## src/rtl/sltd_pkg.sv

```systemverilog
// sltd_pkg: shared types and fixed constants of the square-law tone detector
// no dependencies; used by every module of the block
`default_nettype none

package sltd_pkg;

  localparam int REF_W       = 16;
  localparam int SHIFT_W     = 5;
  localparam int SAT_W       = 32;
  localparam int POWER_W     = 64;
  localparam int QUEUE_DEPTH = 4;

  localparam logic [SHIFT_W-1:0] SHIFT_RESET = 5'd15;

  // fill status of the product queue, seen by both sides
  typedef struct packed {
    logic full;
    logic empty;
  } q_status_t;

endpackage

`default_nettype wire

```

## src/rtl/sltd_queue.sv

```systemverilog
// sltd_queue: short fifo of product words between front and back
// depends on sltd_pkg
`default_nettype none

module sltd_queue #(
  parameter int ENTRY_W = 65
) (
  input  wire logic                 clk,
  input  wire logic                 rst,
  input  wire logic                 push,
  input  wire logic [ENTRY_W-1:0]   push_entry,
  input  wire logic                 pop,
  output logic [ENTRY_W-1:0]        head,
  output sltd_pkg::q_status_t       status
);

  localparam int PTR_W = $clog2(sltd_pkg::QUEUE_DEPTH);
  localparam int CNT_W = $clog2(sltd_pkg::QUEUE_DEPTH + 1);

  logic [ENTRY_W-1:0] slots [sltd_pkg::QUEUE_DEPTH];
  logic [PTR_W-1:0]   wr_ptr;
  logic [PTR_W-1:0]   rd_ptr;
  logic [CNT_W-1:0]   count;

  always_ff @(posedge clk) begin
    if (rst) begin
      wr_ptr <= '0;
      rd_ptr <= '0;
      count  <= '0;
    end else begin
      if (push) begin
        wr_ptr <= wr_ptr + PTR_W'(1);
      end
      if (pop) begin
        rd_ptr <= rd_ptr + PTR_W'(1);
      end
      if (push && !pop) begin
        count <= count + CNT_W'(1);
      end else if (pop && !push) begin
        count <= count - CNT_W'(1);
      end
    end
  end

  always_ff @(posedge clk) begin
    if (push) begin
      slots[wr_ptr] <= push_entry;
    end
  end

  assign head         = slots[rd_ptr];
  assign status.full  = (count == CNT_W'(sltd_pkg::QUEUE_DEPTH));
  assign status.empty = (count == '0);

endmodule

`default_nettype wire

```

## config.mk

```make
export PLATFORM = sky130hd
export DESIGN_NAME = sltd_queue
export DESIGN_NICKNAME = d
export VERILOG_FILES = /design/src/rtl/sltd_pkg.sv /design/src/rtl/sltd_queue.sv
export SDC_FILE = /design/constraint.sdc
export NUM_CORES = 1
export LEC_CHECK = 0
export ABC_CLOCK_PERIOD_IN_PS = 2410
export BUFFER_PORTS_ARGS = -buffer_cell sky130_fd_sc_hd__buf_2
export CAP_MARGIN = 25
export CORE_ASPECT_RATIO = 1.1
export CORE_MARGIN = 8
export CORE_UTILIZATION = 50
export CTS_CLUSTER_DIAMETER = 150
export DETAILED_ROUTE_END_ITERATION = 10
export PLACE_DENSITY = 0.71
export SYNTH_ARGS = -nofsm -noshare
export SYNTH_HDL_FRONTEND = slang
export SYNTH_SLANG_ARGS = --single-unit
```

## constraint.sdc

```tcl
create_clock -name clk -period 2.41 [get_ports clk]
set_input_delay 0.6025 -clock clk [delete_from_list [all_inputs] [get_ports clk]]
set_output_delay 0.6025 -clock clk [all_outputs]
set_load 0.01 [all_outputs]
```

==> summary.txt <==
Critical path
  • Critical path class: reg -> out
  • Kind of cell adding the most delay to the critical path: multiplexers
  • Crit path buf inv count: 3
  • Crit path DAT: about 1.9 ns
  • CP Max Fanout: 9
  • Max incr delay on CP: 0.54 ns
  • CP cell instances: buf_12 -> buf_16 -> mux4_2 -> buf_6
  • Worst endpoint required time: around 1.8 ns
  • CP max-delay cell: mux4_2
  • Crit end category: primary output
  • Worst setup SP type: flip-flop

Clock network
  • Clk root buf: clkbuf_16
  • Worst-case clock buffer depth: 3
  • CTS buffer count: 26
  • CTS Hold Bufs: 0
  • Clock sinks: around 270
  • Clock Latency Late Sink: 0.51 ns
  • CTS clock-pin slew for the worst setup and hold paths: about 0.06 ns
  • H-tree lvl count: 1
  • CTS tree: built

Finish
  • Layout cells sized above 1: 0.466
  • Syn-to-layout area delta: 24.3%
  • N_diodes: 0
  • Layout Utilization: 0.625
  • Nets@finish: roughly 640

Timing
  • Relative slew slack: 0.658
  • Peak Freq: 404 MHz
  • Final Skew: 0.00941 ns
  • RSZ-0062 raised after global routing: true
  • Slew Viols, Final: 0
  • Fin. Hold Viols: 0
  • Setup Viol. Count Final: 63
  • Least-Margin Pin Slew: 0.513 ns
  • Setup TNS: -2.74 ns
  • Post-route clock period utilization: 1.03
  • Final WS setup: -0.0675 ns
  • Fin crit period: 2.48 ns

Logic synthesis
  • Number of flops mapped to enable cells by yosys: 260
  • Synth Area in XOR/XNOR: 0.00444
  • YS warnings: 0
  • Net Count, Synth: ~460
  • Synth Cell Area: 0.00985 mm²
  • Top post-synthesis cells by area: edfxtp_1, mux4_2, dfxtp_1, buf_12, ha_1
  • Mapped Cells: approximately 380
  • Unique masters post-synth: 22
  • Synth Area in Adders: 0.00838
  • Syn_area_per_cell: about 26 µm²
  • Count leader, synth: edfxtp_1
  • Area leader, netlist: edfxtp_1
  • Mux contribution to synthesized area: 0.151
  • Largest family of logic cells by synthesized area: multiplexers
  • FF+latch count, synth: roughly 270
  • Share of flip-flops with an asynchronous set or reset: 0
  • Most used DFF post-synth: edfxtp_1
  • Sequential fraction of the synthesis area: 0.811
  • Commonest cells post-synth: edfxtp_1, mux4_2, dfxtp_1
  • Post-Synth Simple-Gate Area: 0.00749
  • Top cell type's share of synthesized area: 0.792
  • Synth Area in Compound Gates: 0.00102

Power
  • P_leak: 4.20 nW
  • Worst VDD drop: around 740 µV
  • Power per cell area: 875 mW/mm²

Global route
  • Vias in the first global route: between 4000 and 5000
  • Total GRT Usage: 0.150
  • Met3 global-route usage: 0.0388
  • Initial antenna violation count: 2
  • Total grt overflow: 0
  • First-pass GRT wire length: about 28000 µm
  • Met1 global-route usage: 0.176
  • Met2 global-route usage: 0.270
  • Busiest grt layer: met2
  • Largest net degree at the start of global routing: 36

Floorplanning
  • Chip height: around 160 µm
  • Row count: 54
  • Die ar.: 0.0245 mm²
  • Starting density of the core: 0.503
  • Core area: 0.0196 mm²
  • I/O pins: 136
  • Die width: roughly 150 µm

Drt
  • Vias: ~4500
  • Wire length per cell: 22.7 µm
  • Post-DRT Antenna Nets: 0
  • Initial DRT Pass Iterations: 4
  • Iter 0 DRT Violations: 262
  • DRC viols: 0
  • Total wire length: ~19000 µm
  • Via/cell ratio: about 5.4

Worst hold path
  • Worst min-delay path class: in -> reg

Placed design
  • Port Buffer Count: 135
  • Post-DP HPWL: between 10000 and 15000 µm
  • RD Place Congestion: ~0.68

Job
  • Max-Cap Viols: 0

Outcome
  • Violated checks: setup timing
  • Outcome: finished with violations
==> worst paths after layout <==
kind / start / end / slack (ns) / depth (start not counted)
max: flip-flop / head[2] / -0.07 / 4
min: push_entry[45] / slots[0][45] / 0.30 / 1
max reg2reg: wr_ptr[0] / slots[0][35] / 0.80 / 4
min reg2reg: count[2] / count[2] / 0.50 / 2
==> flip-flops by register name, summed over array words and instances (netlist names), named ones only <==
name	count
count	3
rd_ptr	2
slots	260
wr_ptr	2
==> final cells by class <==
type,count,area [µm²]
Multi-Input combinational cell,95,1700
Tap cell,252,315
Sequential cell,269,8000
Clock buffer,30,687
Clock inverter,18,180
Inverter,4,15.0
Fill cell,1344,7350
Timing Repair Buffer,164,1350
==> kinds of logic (layout without fill, tap and decap cells) <==
| kind of cell | Yosys count | in the layout |
|---|---|---|
| multiplexers | 67 | 67 |
| AND/OR/NAND/NOR | 15 | 15 |
| flip-flops | 269 | 269 |
| XOR/XNOR | 5 | 5 |
| adder cells (fa/ha/maj) | 6 | 6 |
| AO/OA/AOI/OAI | 2 | 2 |
| buffers and inverters | 19 | 216 |
==> per-layer routing <==
metal	up-vias	routed length (µm)
li1	1989	-
met1	2357	7280
met5	-	22
met3	28	1380
met2	138	9930
met4	4	301
==> through the flow <==
step	total power, mW	setup slack [ns]	hold slack (ns)	instance area, µm²	instances
floorplan	6.14	0.547	0.466	9860	383
global placement	6.54	0.344	0.477	10900	770
detailed placement	6.58	0.296	0.493	10900	770
CTS	10.8	-0.143	0.280	12200	829
global route	11.1	-0.143	0.282	12200	832
finish	10.7	-0.0675	0.305	12200	832
==> worst register-to-register path: stages (launching register included) <==
cell	delay (ns)
dfxtp_1	0.35
inv_1	0.10
ha_1	0.15
and2_4	0.37
buf_12	0.30
==> power breakdown <==
| part | switching [mW] | total [mW] | internal (mW) |
|---|---|---|---|
| Sequential | 0.0670 | 5.44 | 5.37 |
| Combinational | 0.585 | 1.24 | 0.652 |
| Clock | 1.59 | 4.04 | 2.45 |
| Total | 2.24 | 10.7 | 8.48 |
==> cell usage in the layout, fill, tap and decap left out, drive strengths merged <==
cell,n
nand2,1
xor2,3
inv,4
o21ai,1
nor2,7
a21oi,1
bufinv,4
clkbuf,32
clkinvlp,1
mux4,65
clkinv,13
edfxtp,260
and2,4
nor3,1
buf,162
dfxtp,9
xnor2,2
ha,5
nor3b,1
fa,1
or3,1
mux2i,2
==> repair_timing <==
item	in CTS	in global routing
gates cloned	4	2
gates resized for setup	40	7
buffers inserted	8	3
endpoints found under the setup margin	65	65
Note: power is estimated with default switching activity, not from simulation.
