### src/rtl/sltd_pkg.sv
// sltd_pkg: shared types and fixed constants of the square-law tone detector
// no dependencies; used by every module of the block
`default_nettype none

package sltd_pkg;

  localparam int REF_W       = 16;
  localparam int SHIFT_W     = 5;
  localparam int SAT_W       = 32;
  localparam int POWER_W     = 64;
  localparam int QUEUE_DEPTH = 4;

  localparam logic [SHIFT_W-1:0] SHIFT_RESET = 5'd15;

  // fill status of the product queue, seen by both sides
  typedef struct packed {
    logic full;
    logic empty;
  } q_status_t;

endpackage

`default_nettype wire

### src/rtl/sltd_front.sv
// sltd_front: accepts input words and forms both reference products
// depends on sltd_pkg; feeds sltd_queue
`default_nettype none

module sltd_front #(
  parameter int SAMPLE_WIDTH = 16,
  parameter int PROD_W       = SAMPLE_WIDTH + sltd_pkg::REF_W,
  parameter int ENTRY_W      = 2 * PROD_W + 1
) (
  input  wire logic                           in_valid,
  output logic                                in_stall,
  input  wire logic signed [SAMPLE_WIDTH-1:0] sample,
  input  wire logic signed [sltd_pkg::REF_W-1:0] ref_cos,
  input  wire logic signed [sltd_pkg::REF_W-1:0] ref_sin,
  input  wire logic                           last,
  input  wire sltd_pkg::q_status_t            q_status,
  output logic                                q_push,
  output logic [ENTRY_W-1:0]                  q_entry
);

  logic signed [PROD_W-1:0] prod_c;
  logic signed [PROD_W-1:0] prod_s;

  assign prod_c = sample * ref_cos;
  assign prod_s = sample * ref_sin;

  // hold off the source only while the queue has no free slot
  assign in_stall = q_status.full;
  assign q_push   = in_valid && !q_status.full;
  assign q_entry  = {last, prod_c, prod_s};

endmodule

`default_nettype wire

### config.mk
export PLATFORM = sky130hd
export DESIGN_NAME = sltd_front
export DESIGN_NICKNAME = d
export VERILOG_FILES = /design/src/rtl/sltd_pkg.sv /design/src/rtl/sltd_front.sv
export SDC_FILE = /design/constraint.sdc
export NUM_CORES = 1
export LEC_CHECK = 0
export ABC_AREA = 1
export BUFFER_PORTS_ARGS = -buffer_cell sky130_fd_sc_hd__buf_2
export CAP_MARGIN = 30
export CORE_MARGIN = 2
export CORE_UTILIZATION = 35
export DETAILED_ROUTE_END_ITERATION = 8
export SETUP_SLACK_MARGIN = 0.02
export SLEW_MARGIN = 20
export SYNTH_ARGS = -nofsm -noshare
export SYNTH_HDL_FRONTEND = slang
export SYNTH_SLANG_ARGS = --single-unit
### constraint.sdc
create_clock -name vclk -period 7.65
set_input_delay 1.53 -clock vclk [all_inputs]
set_output_delay 1.53 -clock vclk [all_outputs]
set_load 0.02 [all_outputs]
==> metrics.txt, run 1 <==
Via density 4.55; minimum clock period 8.15 ns; core region area 60600 um2; crit-path leading delay family adder cells; row cnt 90; critical path's slowest cell fa_2; maxcap violations 0; sequential share of the synthesized area 0; vias in the first global route 20100; synth warn 0; slew of the pin with the lowest slew margin 0.376 ns; Synth Cell Area 21600 um2; Final WS setup -0.497 ns; synthesized area per cell 7.32 um2; mux share of post-synthesis cell area 0; Detailed Place HPWL around 50 mm; final hold vios 0; layout cells sized above 1 0.330; met1 WL 26.9 mm; routed wl met2 roughly 30 mm; Top Ports 119; fin util 0.498; GRT Util Overall 0.196; Finished Layout Cells between 4000 and 5000; antenna violations before repair 3; critical path arrival 6.62 ns; largest family of logic cells by synthesized area adder cells; largest net degree at the start of global routing 19; Pre-Repair DR Iteration Count 8; Top Layer Used met5; num sequential 0; GPL Wtd Cong just under 0.9; Hold WC Path Type input pin to primary output; DR iter-0 viols 981; Final ANT Viol Nets 0; final setup fails 41; clkbuf count 0; failing checks negative setup slack; Compound-Gate Fraction of Synth Area 0.0192; Detail Route met3 WL 2.82 mm; Mapped Cells 2946; Chip Width around 250 um; die height 252 um; Synth Area in XOR/XNOR 0.0146; Placed Cells 4049; full die area 63600 um2; # nets final 4099; status complete, but fails checks; max-slew violation count 0; final period utilization 1.06; most used cell, CP nand2_1; Crit path largest cell delay 0.58 ns; critical path type input pin to primary output; RSZ-0062 raised after global routing true; final WL a little over 60 mm; worst path bufs/invs 9; crit-path max FO 8; port bufs ~120; first-pass GRT wire length between 100 and 150 mm; DRC viols 0; Worst Setup End Kind primary output; Synth cell types 23; n_diodes 0; Startpoint Class input pin; Slew headroom 0.748; Synthesized Nets between 3000 and 4000; WP data required 6.12 ns; initial core utilization 0.356; Vias approximately 19000; DR WL/cell 14.6 um; FF/Latch Area 0 um2; Synth Area in Adders 0.582; global route total overflow 0; Post-Synth Simple-Gate Area 0.198; setup total negative slack -13.62 ns; f_max 123 MHz; synth-to-layout area growth 39.9%
cells in the mapped netlist, drive strengths merged, types with 13 or more instances:
cell	n	area, um2
a21oi	45	229
o21bai	13	97.6
ha	164	2050
clkbuf	109	409
inv	961	3610
o21ai	13	65.1
nor2	89	344
nand4	23	144
nand3	77	400
fa	524	10500
nand2	867	3260
xor2	34	298
nor3	17	95.1
area by class of cell:
cell class | count | area (um2)
multi-input combinational | 1873 | 20400
inverter | 961 | 3630
timing repair buffer | 523 | 5140
fill | 5699 | 30400
tap | 782 | 978
logic make-up after synthesis:
group,after synthesis
XOR/XNOR,36
buffers and inverters,1073
AO/OA/AOI/OAI,74
AND/OR/NAND/NOR,1075
adder cells (fa/ha/maj),688
metal layers:
layer,GRT usage,vias to the layer above
li1,-,9010
met1,0.273,9361
met2,0.340,407
met3,0.0174,57
met4,0.0242,6
met5,0,-
what timing repair did:
| item | in CTS | in global routing |
|---|---|---|
| setup buffers | 54 | 30 |
| hold buffers | 0 | 0 |
| endpoints found under the setup margin | 47 | 47 |
| gates cloned | 9 | 1 |
| gates resized for setup | 531 | 375 |
| pin swaps | 206 | 248 |
stage by stage:
step           hold slack [ns]  setup WS [ns]  area (um2)
3_3_place_gp              3.06         -0.817       26200
4_1_cts                   3.06         -0.469       28600
6_report                  3.06         -0.497       30200
2_1_floorplan             3.14        -0.0586       22700
5_1_grt                   3.06         -0.692       30200
3_5_place_dp              3.06         -0.819       26200
layout by cell type (no fill, tap or decap), drive strengths merged:
master / synthesis / routed
nand4: 23 / 23
xnor2: 2 / 2
a21oi: 45 / 45
a21o: 3 / 3
bufbuf: 0 / 2
nor2: 89 / 89
buf: 3 / 518
nand3: 77 / 77
xor2: 34 / 34
nand2: 867 / 867
inv: 961 / 961
fa: 524 / 524
nor3: 17 / 17
clkbuf: 109 / 3
o21ai: 13 / 13
ha: 164 / 164
o21bai: 13 / 13
nand3b: 2 / 2
final timing paths:
check	from	cells past startpoint	end
hold / removal	last	0	q_entry[64]
setup / recovery	sample[15]	25	q_entry[31]
Power of run 1 is left out: the tool's default activity adds up to more than one toggle a clock period on the data nets, which glitch-free logic cannot reach.
==> run 2: changes to the inputs <==
--- a/config.mk
+++ b/config.mk
@@ -12,6 +12,7 @@
 export CORE_UTILIZATION = 35
 export DETAILED_ROUTE_END_ITERATION = 8
 export SETUP_SLACK_MARGIN = 0.02
+export SKIP_LAST_GASP = 1
 export SLEW_MARGIN = 20
 export SYNTH_ARGS = -nofsm -noshare
 export SYNTH_HDL_FRONTEND = slang
==> metrics.txt, run 2 (synthesized netlist as in run 1, its figures left out) <==
WP data required 6.12 ns (about the same); Chip Width 252 um (unchanged); crit-path max FO 8 (unchanged); final hold vios 0 (unchanged); core region area 60600 um2 (unchanged); antenna violations before repair 3 (unchanged); max-slew violation count 0 (unchanged); layout cells sized above 1 0.315 (-0.0149); critical path's slowest cell fa_1; die height 252 um (unchanged); # fillers 5727 (+0.49%); Slew headroom 0.757 (+0.00908); GRT Util Overall 0.195 (-0.000291); f_max 123 MHz (about the same); hold buffers post-CTS 0 (unchanged); most common cell after layout, fill and taps aside inv_1; critical path arrival 6.61 ns (about the same); minimum clock period 8.14 ns (-0.00770 ns); n_diodes 0 (unchanged); commonest non-fill, non-tap cells in the layout inv_1, nand2_1, fa_1; num sequential 0 (unchanged); slew of the pin with the lowest slew margin 0.365 ns (-0.0115 ns); failing checks negative setup slack; row cnt 90 (unchanged); full die area 63600 um2 (unchanged); FF/Latch Area 0 um2 (unchanged); most used cell, CP fa_1; first-pass GRT wire length 100 mm (-0.19%); status complete, but fails checks; DR WL/cell 14.5 um (-0.45%); synth-to-layout area growth 38.4%; Pre-Repair DR Iteration Count 5 (-3); Final WS setup -0.489 ns (+0.00771 ns); Worst Setup End Kind primary output; final setup fails 42 (+2.4%); worst path bufs/invs 8 (-1); Crit path largest cell delay 0.59 ns (about the same); crit-path cells buf_16 -> buf_4 -> nand2_2 -> fa_1 -> inv_2 -> buf_4 -> fa_1 -> inv_1 -> fa_1 -> inv_1 -> fa_1 -> fa_1 -> fa_2 -> ha_4 -> buf_4 -> nand2_4 -> nor2_4 -> nand2_2 -> nor3_2 -> nand2_2 -> nand3_2 -> nand2_1 -> nand2_2 -> buf_4; Hold Startpoint last; GPL Wtd Cong 0.870 (unchanged); critical path type input pin to primary output; port bufs 116 (unchanged); largest net degree at the start of global routing 19 (unchanged); final WL 60.2 mm (-0.37%); maxcap violations 0 (unchanged); final period utilization 1.06 (about the same); Critical Path Source sample[15]; clkbuf count 0 (unchanged); area of the multi-input gates 20200 um2 (-1.2%); fin area 29900 um2 (-1.0%); crit-path leading delay family adder cells; Final ANT Viol Nets 0 (unchanged); Vias 18800 (-0.26%); RSZ-0062 raised after global routing true; Startpoint Class input pin; vias in the first global route 20000 (-0.12%); DR iter-0 viols 874 (-11%); # nets final 4102 (+0.073%); global route total overflow 0 (unchanged); Top Ports 119 (unchanged); DRC viols 0 (unchanged); placed cell area 26200 um2 (unchanged); Hold WC Path Type input pin to primary output; initial core utilization 0.356 (unchanged); Via density 4.54 (-0.33%); Detailed Place HPWL 50.4 mm (unchanged)
## run 2: cell count changes in the layout (fill, tap and decap cells not counted), sizes merged
cell	previous run	this run
clkbuf	3	7
buf	518	516
bufbuf	2	3
## run 2: repair_timing
action / CTS / global route
setup endpoints to repair: 47 / 47
resized for setup: 503 / 310
endpoints found under the hold margin: 0 / 0
gates cloned: 9 / 2
setup buffers: 54 / 31
pin swaps: 201 / 211
## run 2: final timing paths
check,end,cells past startpoint
worst max-delay path,q_entry[31],24
worst min-delay path,q_entry[64],0
## run 2: stage by stage
step                cells  hold slack (ns)  setup TNS, ns  worst slack, ns   util
floorplan            2946             3.14         -0.412          -0.0586      -
global placement     4049             3.06         -26.86           -0.817  0.432
detailed placement   4049             3.06         -27.22           -0.819  0.432
CTS                  4111             3.06         -13.99           -0.483  0.471
global route         4142             3.06         -21.43           -0.690  0.493
finish               4142             3.06         -13.56           -0.489  0.493
## run 2: layer usage
layer | up-vias | share of wire | track usage
met3 | 47 | 0.045 | 0.0169
met2 | 375 | 0.49 | 0.340
met5 | - | 0.00048 | 0
li1 | 9020 | - | -
met4 | 6 | 0.013 | 0.0240
met1 | 9344 | 0.45 | 0.273
## run 2: cell type report
type               count  share of cell area
inverters            961               0.122
multi-input cells   1873               0.676
well taps            782              0.0328
repair buffers       526               0.170
Power of run 2 is left out for the same reason.
